## src/rtl/ajd_pkg.sv

```systemverilog
// Shared types, constants and helpers for the jostle detector.
`timescale 1ns / 1ps

package ajd_pkg;

  // Sequencer states.
  typedef enum logic [3:0] {
    ST_IDLE,
    ST_SQUARE,
    ST_PREP,
    ST_ROOT,
    ST_FAST_LOAD,
    ST_DIV_FAST,
    ST_SLOW_LOAD,
    ST_DIV_SLOW,
    ST_FINISH
  } ajd_state_t;

  // Request kinds carried on in_tuser.
  localparam logic REQ_SAMPLE = 1'b0;
  localparam logic REQ_CLEAR  = 1'b1;

  // Register index as decoded from cfg_paddr[2].
  localparam logic REG_THRESH = 1'b0;

  localparam int          AVG_W        = 16;
  localparam int          DIV_W        = 20;  // holds 7*a + 3*b for 16-bit a and b
  localparam int          CNT_W        = 5;
  localparam int          ROOT_IN_W    = 32;
  localparam int          OUT_W        = 56;
  localparam logic [15:0] THRESH_RESET = 16'd655;
  localparam logic [15:0] MAG_MAX      = 16'hFFFF;
  localparam logic [3:0]  DIVISOR      = 4'd10;
  localparam logic [CNT_W-1:0] ROOT_LAST = 5'd15;
  localparam logic [CNT_W-1:0] DIV_LAST  = 5'd19;

  // Weighted sum 7*a + 3*b that feeds the divide by ten.
  function automatic logic [DIV_W-1:0] mix73(input logic [AVG_W-1:0] a,
                                             input logic [AVG_W-1:0] b);
    logic [DIV_W-1:0] ea;
    logic [DIV_W-1:0] eb;
    ea = DIV_W'(a);
    eb = DIV_W'(b);
    return (ea << 3) - ea + (eb << 1) + eb;
  endfunction

endpackage

```

## src/rtl/accel_jostle_detector_core.sv

```systemverilog
// Jostle detector: serial magnitude, dual moving average and threshold latch.
`timescale 1ns / 1ps

//  channel  | direction | handshake                 | payload
//  in_      | slave     | in_tvalid / in_tready     | tdata {time_now,z,y,x}, tuser req_type
//  out_     | master    | out_tvalid / out_tready   | tdata {magnitude,time,now,flag}
//  cfg_     | APB slave | psel, penable, pready = 1 | jostle_threshold at address 0
//
// A sample request works out one bit of each square per cycle, one root bit per cycle
// and one quotient bit per cycle for each of the two divides by ten before its result
// is loaded. A clear request goes straight to the finish state, where its result is
// loaded. The block returns to idle as the result is loaded, so the next request is
// accepted in the cycle after at the earliest.
// Reset is synchronous and active low; it clears the averages, flag and time.
// The output register holds a result until taken, and a new request is accepted
// while it waits; a request that finishes before then waits in its last state.
module accel_jostle_detector_core #(
  parameter int SAMPLE_BITS = 12,
  parameter int FRAC_BITS   = 4,
  parameter int TIME_BITS   = 32
) (
  input  logic                                     clk,
  input  logic                                     rst_n,
  input  logic                                     in_tvalid,
  output logic                                     in_tready,
  // accel_x, accel_y, accel_z, time_now, then zero fill
  input  logic [((3*SAMPLE_BITS+TIME_BITS+7)/8)*8-1:0] in_tdata,
  // req_type
  input  logic [0:0]                               in_tuser,
  output logic                                     out_tvalid,
  input  logic                                     out_tready,
  // jostle_flag, jostle_now, last_jostle_time, magnitude, then zero fill
  output logic [ajd_pkg::OUT_W-1:0]                out_tdata,
  input  logic                                     cfg_psel,
  input  logic                                     cfg_penable,
  input  logic                                     cfg_pwrite,
  input  logic [2:0]                               cfg_paddr,
  input  logic [31:0]                              cfg_pwdata,
  output logic [31:0]                              cfg_prdata,
  output logic                                     cfg_pready
);

  localparam int SQW = 2 * SAMPLE_BITS;
  localparam int NW  = 2 * SAMPLE_BITS + 2 * FRAC_BITS;
  localparam int XL  = 0;
  localparam int YL  = SAMPLE_BITS;
  localparam int ZL  = 2 * SAMPLE_BITS;
  localparam int TL  = 3 * SAMPLE_BITS;
  localparam logic [ajd_pkg::CNT_W-1:0] SQ_LAST = ajd_pkg::CNT_W'(SAMPLE_BITS - 1);
  localparam logic [1:0] AXIS_LAST = 2'd2;

  ajd_pkg::ajd_state_t state_r, state_nxt;

  logic [15:0]                 thresh_r;
  logic [ajd_pkg::CNT_W-1:0]   cnt_r;
  logic [1:0]                  axis_r;
  logic                        kind_r;
  logic [SQW-1:0]              acc_r;
  logic [SQW-1:0]              mcand_r;
  logic [SAMPLE_BITS-1:0]      mplier_r;
  logic [SAMPLE_BITS-1:0]      ay_r;
  logic [SAMPLE_BITS-1:0]      az_r;
  logic [TIME_BITS-1:0]        time_r;
  logic [ajd_pkg::ROOT_IN_W-1:0] sq_n_r;
  logic                        sat_r;
  logic [16:0]                 rem_r;
  logic [15:0]                 root_r;
  logic [15:0]                 mag_r;
  logic [ajd_pkg::DIV_W-1:0]   div_r;
  logic [3:0]                  drem_r;
  logic [15:0]                 fast_new_r;
  logic [15:0]                 fast_r;
  logic [15:0]                 slow_r;
  logic                        seeded_r;
  logic                        latched_r;
  logic [TIME_BITS-1:0]        jtime_r;
  logic                        out_valid_r;
  logic                        out_flag_r;
  logic                        out_now_r;
  logic [31:0]                 out_time_r;
  logic [15:0]                 out_mag_r;

  logic                        in_fire;
  logic                        load_out;
  logic                        cfg_write;
  logic [SAMPLE_BITS-1:0]      ax_raw, ay_raw, az_raw;
  logic [SAMPLE_BITS-1:0]      ax_abs, ay_abs, az_abs;
  logic [SQW-1:0]              acc_nxt;
  logic [NW-1:0]               n_full;
  logic [18:0]                 rem_t;
  logic [18:0]                 trial;
  logic                        root_bit;
  logic [15:0]                 mag_now;
  logic [4:0]                  div_t;
  logic                        q_bit;
  logic [15:0]                 slow_new;
  logic [15:0]                 diff;
  logic                        hit;

  // Operand preparation.
  always_comb begin
    ax_raw = in_tdata[XL +: SAMPLE_BITS];
    ay_raw = in_tdata[YL +: SAMPLE_BITS];
    az_raw = in_tdata[ZL +: SAMPLE_BITS];
    // The most negative sample maps to 2^(SAMPLE_BITS-1), which still fits unsigned.
    ax_abs = ax_raw[SAMPLE_BITS-1] ? (~ax_raw + 1'b1) : ax_raw;
    ay_abs = ay_raw[SAMPLE_BITS-1] ? (~ay_raw + 1'b1) : ay_raw;
    az_abs = az_raw[SAMPLE_BITS-1] ? (~az_raw + 1'b1) : az_raw;
  end

  // Serial datapath steps.
  always_comb begin
    acc_nxt  = acc_r + (mplier_r[0] ? mcand_r : '0);
    n_full   = NW'(acc_r) << (2 * FRAC_BITS);
    rem_t    = {rem_r, sq_n_r[ajd_pkg::ROOT_IN_W-1 -: 2]};
    trial    = {1'b0, root_r, 2'b01};
    root_bit = (rem_t >= trial);
    mag_now  = sat_r ? ajd_pkg::MAG_MAX : root_r;
    div_t    = {drem_r, div_r[ajd_pkg::DIV_W-1]};
    q_bit    = (div_t >= {1'b0, ajd_pkg::DIVISOR});
    slow_new = div_r[15:0];
    diff     = (slow_new > fast_new_r) ? (slow_new - fast_new_r) : (fast_new_r - slow_new);
    hit      = (diff > thresh_r);
  end

  // Next state.
  always_comb begin
    state_nxt = state_r;
    unique case (state_r)
      ajd_pkg::ST_IDLE: begin
        if (in_fire) begin
          state_nxt = (in_tuser[0] == ajd_pkg::REQ_CLEAR) ? ajd_pkg::ST_FINISH
                                                          : ajd_pkg::ST_SQUARE;
        end
      end
      ajd_pkg::ST_SQUARE: begin
        if (cnt_r == SQ_LAST && axis_r == AXIS_LAST) begin
          state_nxt = ajd_pkg::ST_PREP;
        end
      end
      ajd_pkg::ST_PREP:      state_nxt = ajd_pkg::ST_ROOT;
      ajd_pkg::ST_ROOT: begin
        if (cnt_r == ajd_pkg::ROOT_LAST) begin
          state_nxt = ajd_pkg::ST_FAST_LOAD;
        end
      end
      ajd_pkg::ST_FAST_LOAD: state_nxt = ajd_pkg::ST_DIV_FAST;
      ajd_pkg::ST_DIV_FAST: begin
        if (cnt_r == ajd_pkg::DIV_LAST) begin
          state_nxt = ajd_pkg::ST_SLOW_LOAD;
        end
      end
      ajd_pkg::ST_SLOW_LOAD: state_nxt = ajd_pkg::ST_DIV_SLOW;
      ajd_pkg::ST_DIV_SLOW: begin
        if (cnt_r == ajd_pkg::DIV_LAST) begin
          state_nxt = ajd_pkg::ST_FINISH;
        end
      end
      ajd_pkg::ST_FINISH: begin
        if (load_out) begin
          state_nxt = ajd_pkg::ST_IDLE;
        end
      end
      default: state_nxt = ajd_pkg::ST_IDLE;
    endcase
  end

  // Control outputs.
  always_comb begin
    in_tready = (state_r == ajd_pkg::ST_IDLE);
    load_out  = (state_r == ajd_pkg::ST_FINISH) && (!out_valid_r || out_tready);
  end

  assign in_fire    = in_tvalid && in_tready;
  assign cfg_write  = cfg_psel && cfg_penable && cfg_pwrite && cfg_pready;
  assign cfg_pready = 1'b1;
  assign cfg_prdata = (cfg_paddr[2] == ajd_pkg::REG_THRESH) ? {16'd0, thresh_r} : 32'd0;
  assign out_tvalid = out_valid_r;
  assign out_tdata  = {6'd0, out_mag_r, out_time_r, out_now_r, out_flag_r};

  // Control and architectural state.
  always_ff @(posedge clk) begin
    if (!rst_n) begin
      state_r     <= ajd_pkg::ST_IDLE;
      thresh_r    <= ajd_pkg::THRESH_RESET;
      fast_r      <= '0;
      slow_r      <= '0;
      seeded_r    <= 1'b0;
      latched_r   <= 1'b0;
      jtime_r     <= '0;
      out_valid_r <= 1'b0;
    end else begin
      state_r <= state_nxt;
      if (cfg_write && cfg_paddr[2] == ajd_pkg::REG_THRESH) begin
        thresh_r <= cfg_pwdata[15:0];
      end
      if (load_out) begin
        out_valid_r <= 1'b1;
        if (kind_r == ajd_pkg::REQ_CLEAR) begin
          latched_r <= 1'b0;
        end else begin
          fast_r   <= fast_new_r;
          slow_r   <= slow_new;
          seeded_r <= 1'b1;
          if (hit) begin
            latched_r <= 1'b1;
            jtime_r   <= time_r;
          end
        end
      end else if (out_tready) begin
        out_valid_r <= 1'b0;
      end
    end
  end

  // Serial datapath and output payload.
  always_ff @(posedge clk) begin
    unique case (state_r) inside
      ajd_pkg::ST_IDLE: begin
        cnt_r    <= '0;
        axis_r   <= '0;
        acc_r    <= '0;
        kind_r   <= in_tuser[0];
        mcand_r  <= SQW'(ax_abs);
        mplier_r <= ax_abs;
        ay_r     <= ay_abs;
        az_r     <= az_abs;
        time_r   <= in_tdata[TL +: TIME_BITS];
      end
      ajd_pkg::ST_SQUARE: begin
        acc_r <= acc_nxt;
        if (cnt_r == SQ_LAST) begin
          cnt_r    <= '0;
          axis_r   <= axis_r + 2'd1;
          mcand_r  <= SQW'(ay_r);
          mplier_r <= ay_r;
          ay_r     <= az_r;
        end else begin
          cnt_r    <= cnt_r + ajd_pkg::CNT_W'(1);
          mcand_r  <= mcand_r << 1;
          mplier_r <= mplier_r >> 1;
        end
      end
      ajd_pkg::ST_PREP: begin
        // Roots at or beyond 2^16 saturate, so only the low 32 bits are rooted.
        sat_r  <= (n_full >> ajd_pkg::ROOT_IN_W) != '0;
        sq_n_r <= ajd_pkg::ROOT_IN_W'(n_full);
        rem_r  <= '0;
        root_r <= '0;
        cnt_r  <= '0;
      end
      ajd_pkg::ST_ROOT: begin
        cnt_r  <= cnt_r + ajd_pkg::CNT_W'(1);
        sq_n_r <= sq_n_r << 2;
        root_r <= {root_r[14:0], root_bit};
        rem_r  <= root_bit ? 17'(rem_t - trial) : rem_t[16:0];
      end
      ajd_pkg::ST_FAST_LOAD: begin
        mag_r  <= mag_now;
        div_r  <= ajd_pkg::mix73(seeded_r ? fast_r : mag_now, mag_now);
        drem_r <= '0;
        cnt_r  <= '0;
      end
      ajd_pkg::ST_DIV_FAST, ajd_pkg::ST_DIV_SLOW: begin
        cnt_r  <= cnt_r + ajd_pkg::CNT_W'(1);
        div_r  <= {div_r[ajd_pkg::DIV_W-2:0], q_bit};
        drem_r <= q_bit ? 4'(div_t - {1'b0, ajd_pkg::DIVISOR}) : div_t[3:0];
      end
      ajd_pkg::ST_SLOW_LOAD: begin
        fast_new_r <= div_r[15:0];
        div_r      <= ajd_pkg::mix73(seeded_r ? slow_r : mag_r, div_r[15:0]);
        drem_r     <= '0;
        cnt_r      <= '0;
      end
      ajd_pkg::ST_FINISH: begin
        if (load_out) begin
          if (kind_r == ajd_pkg::REQ_CLEAR) begin
            out_flag_r <= 1'b0;
            out_now_r  <= 1'b0;
            out_time_r <= 32'(jtime_r);
            out_mag_r  <= '0;
          end else begin
            out_flag_r <= hit | latched_r;
            out_now_r  <= hit;
            out_time_r <= hit ? 32'(time_r) : 32'(jtime_r);
            out_mag_r  <= mag_r;
          end
        end
      end
      default: begin
        cnt_r <= '0;
      end
    endcase
  end

  // Once seeded, the averages stay seeded until reset.
  a_seeded_holds: assert property (@(posedge clk) disable iff (!rst_n)
    seeded_r |=> seeded_r)
    else $error("seeded flag dropped without reset");

  // The divider remainder stays below the divisor.
  a_div_rem: assert property (@(posedge clk) disable iff (!rst_n)
    (state_r == ajd_pkg::ST_DIV_FAST || state_r == ajd_pkg::ST_DIV_SLOW)
      |-> (drem_r < ajd_pkg::DIVISOR))
    else $error("divider remainder out of range");

  // The root remainder never exceeds twice the partial root.
  a_root_rem: assert property (@(posedge clk) disable iff (!rst_n)
    (state_r == ajd_pkg::ST_ROOT) |-> (rem_r <= {root_r, 1'b0}))
    else $error("root remainder out of range");

  // A crossing reported on a result always shows the latched flag.
  a_now_flag: assert property (@(posedge clk) disable iff (!rst_n)
    (out_valid_r && out_now_r) |-> out_flag_r)
    else $error("jostle_now without jostle_flag");

endmodule
```

## config.mk

```make
export PLATFORM = sky130hd
export DESIGN_NAME = accel_jostle_detector_core
export DESIGN_NICKNAME = d
export VERILOG_FILES = /design/src/rtl/ajd_pkg.sv /design/src/rtl/accel_jostle_detector_core.sv
export SDC_FILE = /design/constraint.sdc
export NUM_CORES = 1
export LEC_CHECK = 0
export ABC_AREA = 0
export BUFFER_PORTS_ARGS = -buffer_cell sky130_fd_sc_hd__buf_2
export CORE_AREA = 2 2 312 253
export CTS_BUF_LIST = sky130_fd_sc_hd__clkbuf_16
export DETAILED_ROUTE_END_ITERATION = 10
export DIE_AREA = 0 0 314 255
export GPL_TIMING_DRIVEN = 0
export PLACE_DENSITY = 0.53
export SYNTH_ARGS = -nofsm -noshare
export SYNTH_HDL_FRONTEND = slang
export SYNTH_SLANG_ARGS = --single-unit
```

## constraint.sdc

```tcl
create_clock -name clk -period 8.9 [get_ports clk]
set_input_delay 0.445 -clock clk [delete_from_list [all_inputs] [get_ports clk]]
set_output_delay 0.445 -clock clk [all_outputs]
set_load 0.05 [all_outputs]
```

==> metrics <==
status=completed; mapped cell area=about 23000 sq um; via count=between 15k and 20k; die area=between 80000 and 90000 sq um; Final Cell Area=26600 sq um; initial antenna violation count=1; Global Route Usage Sum=between 10 and 15%; proportion of layout cells with a drive suffix above 1=13.7%; fin crit share=around two thirds; root buffer cell=clkbuf_16; IO Pins=206; H-tree depth=2; placed cells=between 3k and 4k; Hold-fix buffers, CTS=0; P_leak=11.0 nW; Seq/Total Area, Yosys=between 40% and 50%; Crit Path Class=register to register; hpwl dp=47800 um; drc violations=0; top cell type's share of synthesized area=a little under two fifths; Mapped Avg Cell Area=just over 10 sq um; Avg WL per Cell=around 17 um; IO buf count=between 150 and 200; final setup violation count=0; largest net degree at the start of global routing=34; area leader, netlist=edfxtp_1; postcts setup bufs=0; core area=roughly 77000 sq um; #FFs+latches synth=around 370; Reg clk slew, reported paths=approximately 0.060 ns; fmax=approximately 170 MHz; total wire length=around 60000 um; P&R area growth vs syn=16.3%; most frequent cells in the layout=nand2_1 (287), edfxtp_1 (287), inv_1 (207); Slew Limit Fails=0; async set-reset flop share out of synthesis=0%; number of routed nets with antenna violations=0; YS warnings=0; RSZ-0062 raised after global routing=false; Hold Fails Final Rpt=0; CTS Buf Count=42; layout net count=roughly 2.8k; Initial Utilization=between 20% and 30%; DR iter-0 viols=1163; final cell count without fillers=3546; Req. time, crit path=9.22 ns; Critical Path End Type=register; VDD IR max=~0.19 mV; PwrDens=324 nW/um^2; clock buffer depth=3; Worst Path Max Fanout=10; Site Rows=a little over 90; Initial DRT Pass Iterations=6; Die Y=255 um; vias per cell=between 4 and 5; ys flop type=edfxtp_1; Worst Skew=about 0.020 ns; Slew HR=4.20%; EDFF count, synth=~290; Max Cap Viol=0; largest cells by area after synthesis=edfxtp_1 (38%), ha_1 (7.8%), dfxtp_1 (7.6%); placed inst area=around 25000 sq um; hold_ws=0.0439 ns; CTS tree=yes; number of global-route vias before repair=~17k; Tmin final=slightly above 6 ns; clk sink count=between 300 and 400; Hold Path Class=input port to register; Cells after Synth=about 2.2k; Fin Setup TNS=0 ns; worst-skew pair later-pin latency=around 0.58 ns; first-pass GRT wire length=93800 um; Routability Congestion=roughly 0.86; DIE WIDTH=between 300 and 400 um; crit start category=register; worst slew pin tran=1.42 ns; grt total ovfl=0; Yosys cell types=just over 80; arrival time at the worst endpoint=approximately 6.4 ns; PostCTS Resize Cnt=0
## flip-flops by register name (all words and copies together) (netlist names), 5 cells and up
name,flops
mplier_r,12
fast_r,16
thresh_r,16
jtime_r,32
mcand_r,24
out_mag_r,16
rem_r,17
root_r,16
fast_new_r,16
az_r,12
ay_r,12
cnt_r,5
time_r,32
div_r,20
mag_r,16
sq_n_r,24
slow_r,16
out_time_r,32
acc_r,24
## path summary, 6_finish.rpt
path         slack, ns  cells past startpoint        endpoint    startpoint
max               2.86                     18  out_time_r[15]      div_r[1]
min               0.04                      1      time_r[28]  in_tdata[64]
max reg2reg       2.86                     18  out_time_r[15]      div_r[1]
min reg2reg       0.45                      0       mag_r[12]    root_r[12]
## final cells by class
class                   instances  area [sq um]
diodes                          1          2.50
clock inverters                33           322
inverters                     205           769
clock buffers                  43          1080
plain buffers                 116           597
repair buffers                169           952
flip-flops and latches        374         10400
fillers                      7791         50800
well taps                    1034          1290
multi-input cells            1571         11300
## stage by stage
step	utilization [%]	total power [mW]	worst slack (ns)
floorplan	-	5.74	3.36
global placement	32.4	6.72	1.07
detailed placement	32.6	6.87	2.99
CTS	34.4	8.70	2.94
global route	34.4	9.28	2.54
finish	34.4	8.63	2.86
## synthesized netlist by cell type, types with 6 or more instances
cell type,n
a211o_1,6
a211oi_1,12
a21boi_0,44
a21o_1,46
a21oi_1,122
and2_1,32
and3_1,23
buf_1,9
buf_2,14
buf_4,30
clkbuf_1,59
dfxtp_1,87
edfxtp_1,287
fa_1,61
ha_1,143
inv_1,203
mux2_2,35
mux2i_1,65
nand2_1,287
nand2b_1,18
nand3_1,25
nand4_1,14
nor2_1,148
nor2b_1,68
nor3_1,22
nor3b_1,6
o211ai_1,16
o21a_1,19
o21ai_0,85
o21ai_1,8
o21bai_1,6
o221ai_1,9
o22ai_1,14
o31ai_1,9
or3_1,14
xnor2_1,51
xor2_1,46
## critical path: stages, from the launching register on
cell	delay [ns]
edfxtp_1	0.52
inv_1	0.21
ha_1	0.36
nor2b_1	0.14
o21ai_1	0.19
a21oi_1	0.15
o41ai_1	0.74
o21ai_0	0.34
a2111oi_0	0.44
o32ai_1	0.17
xor2_1	0.17
ha_1	0.32
and4_1	0.26
and2_0	0.19
a221o_1	0.22
o21ai_1	0.18
nor2_1	0.44
buf_2	0.38
mux2_2	0.38
## report_power, final
group          leakage, nW  switching [mW]  internal [mW]
Combinational         6.76            2.51           1.58
Clock                0.697           0.753           1.03
Sequential            3.51           0.189           2.57
## metal layers
layer  wire (um)  track usage [%]  vias to the layer above
met5          11                0                        -
met4        1110             3.46                        2
met3        3110             2.65                       75
met2       27700             23.6                      354
met1       28800             21.0                     8235
li1            -                -                     8264
## kinds of logic after synthesis
group	count (synthesis)	synth area share, %
flops	374	45.2
xor+xnor	97	3.71
compound gates	457	13.2
other cells	2	0.0328
mux	101	4.63
buf+inv	321	5.96
simple gates	689	14.1
fa+ha+maj	204	13.1
(Power assumes the default switching activity.)
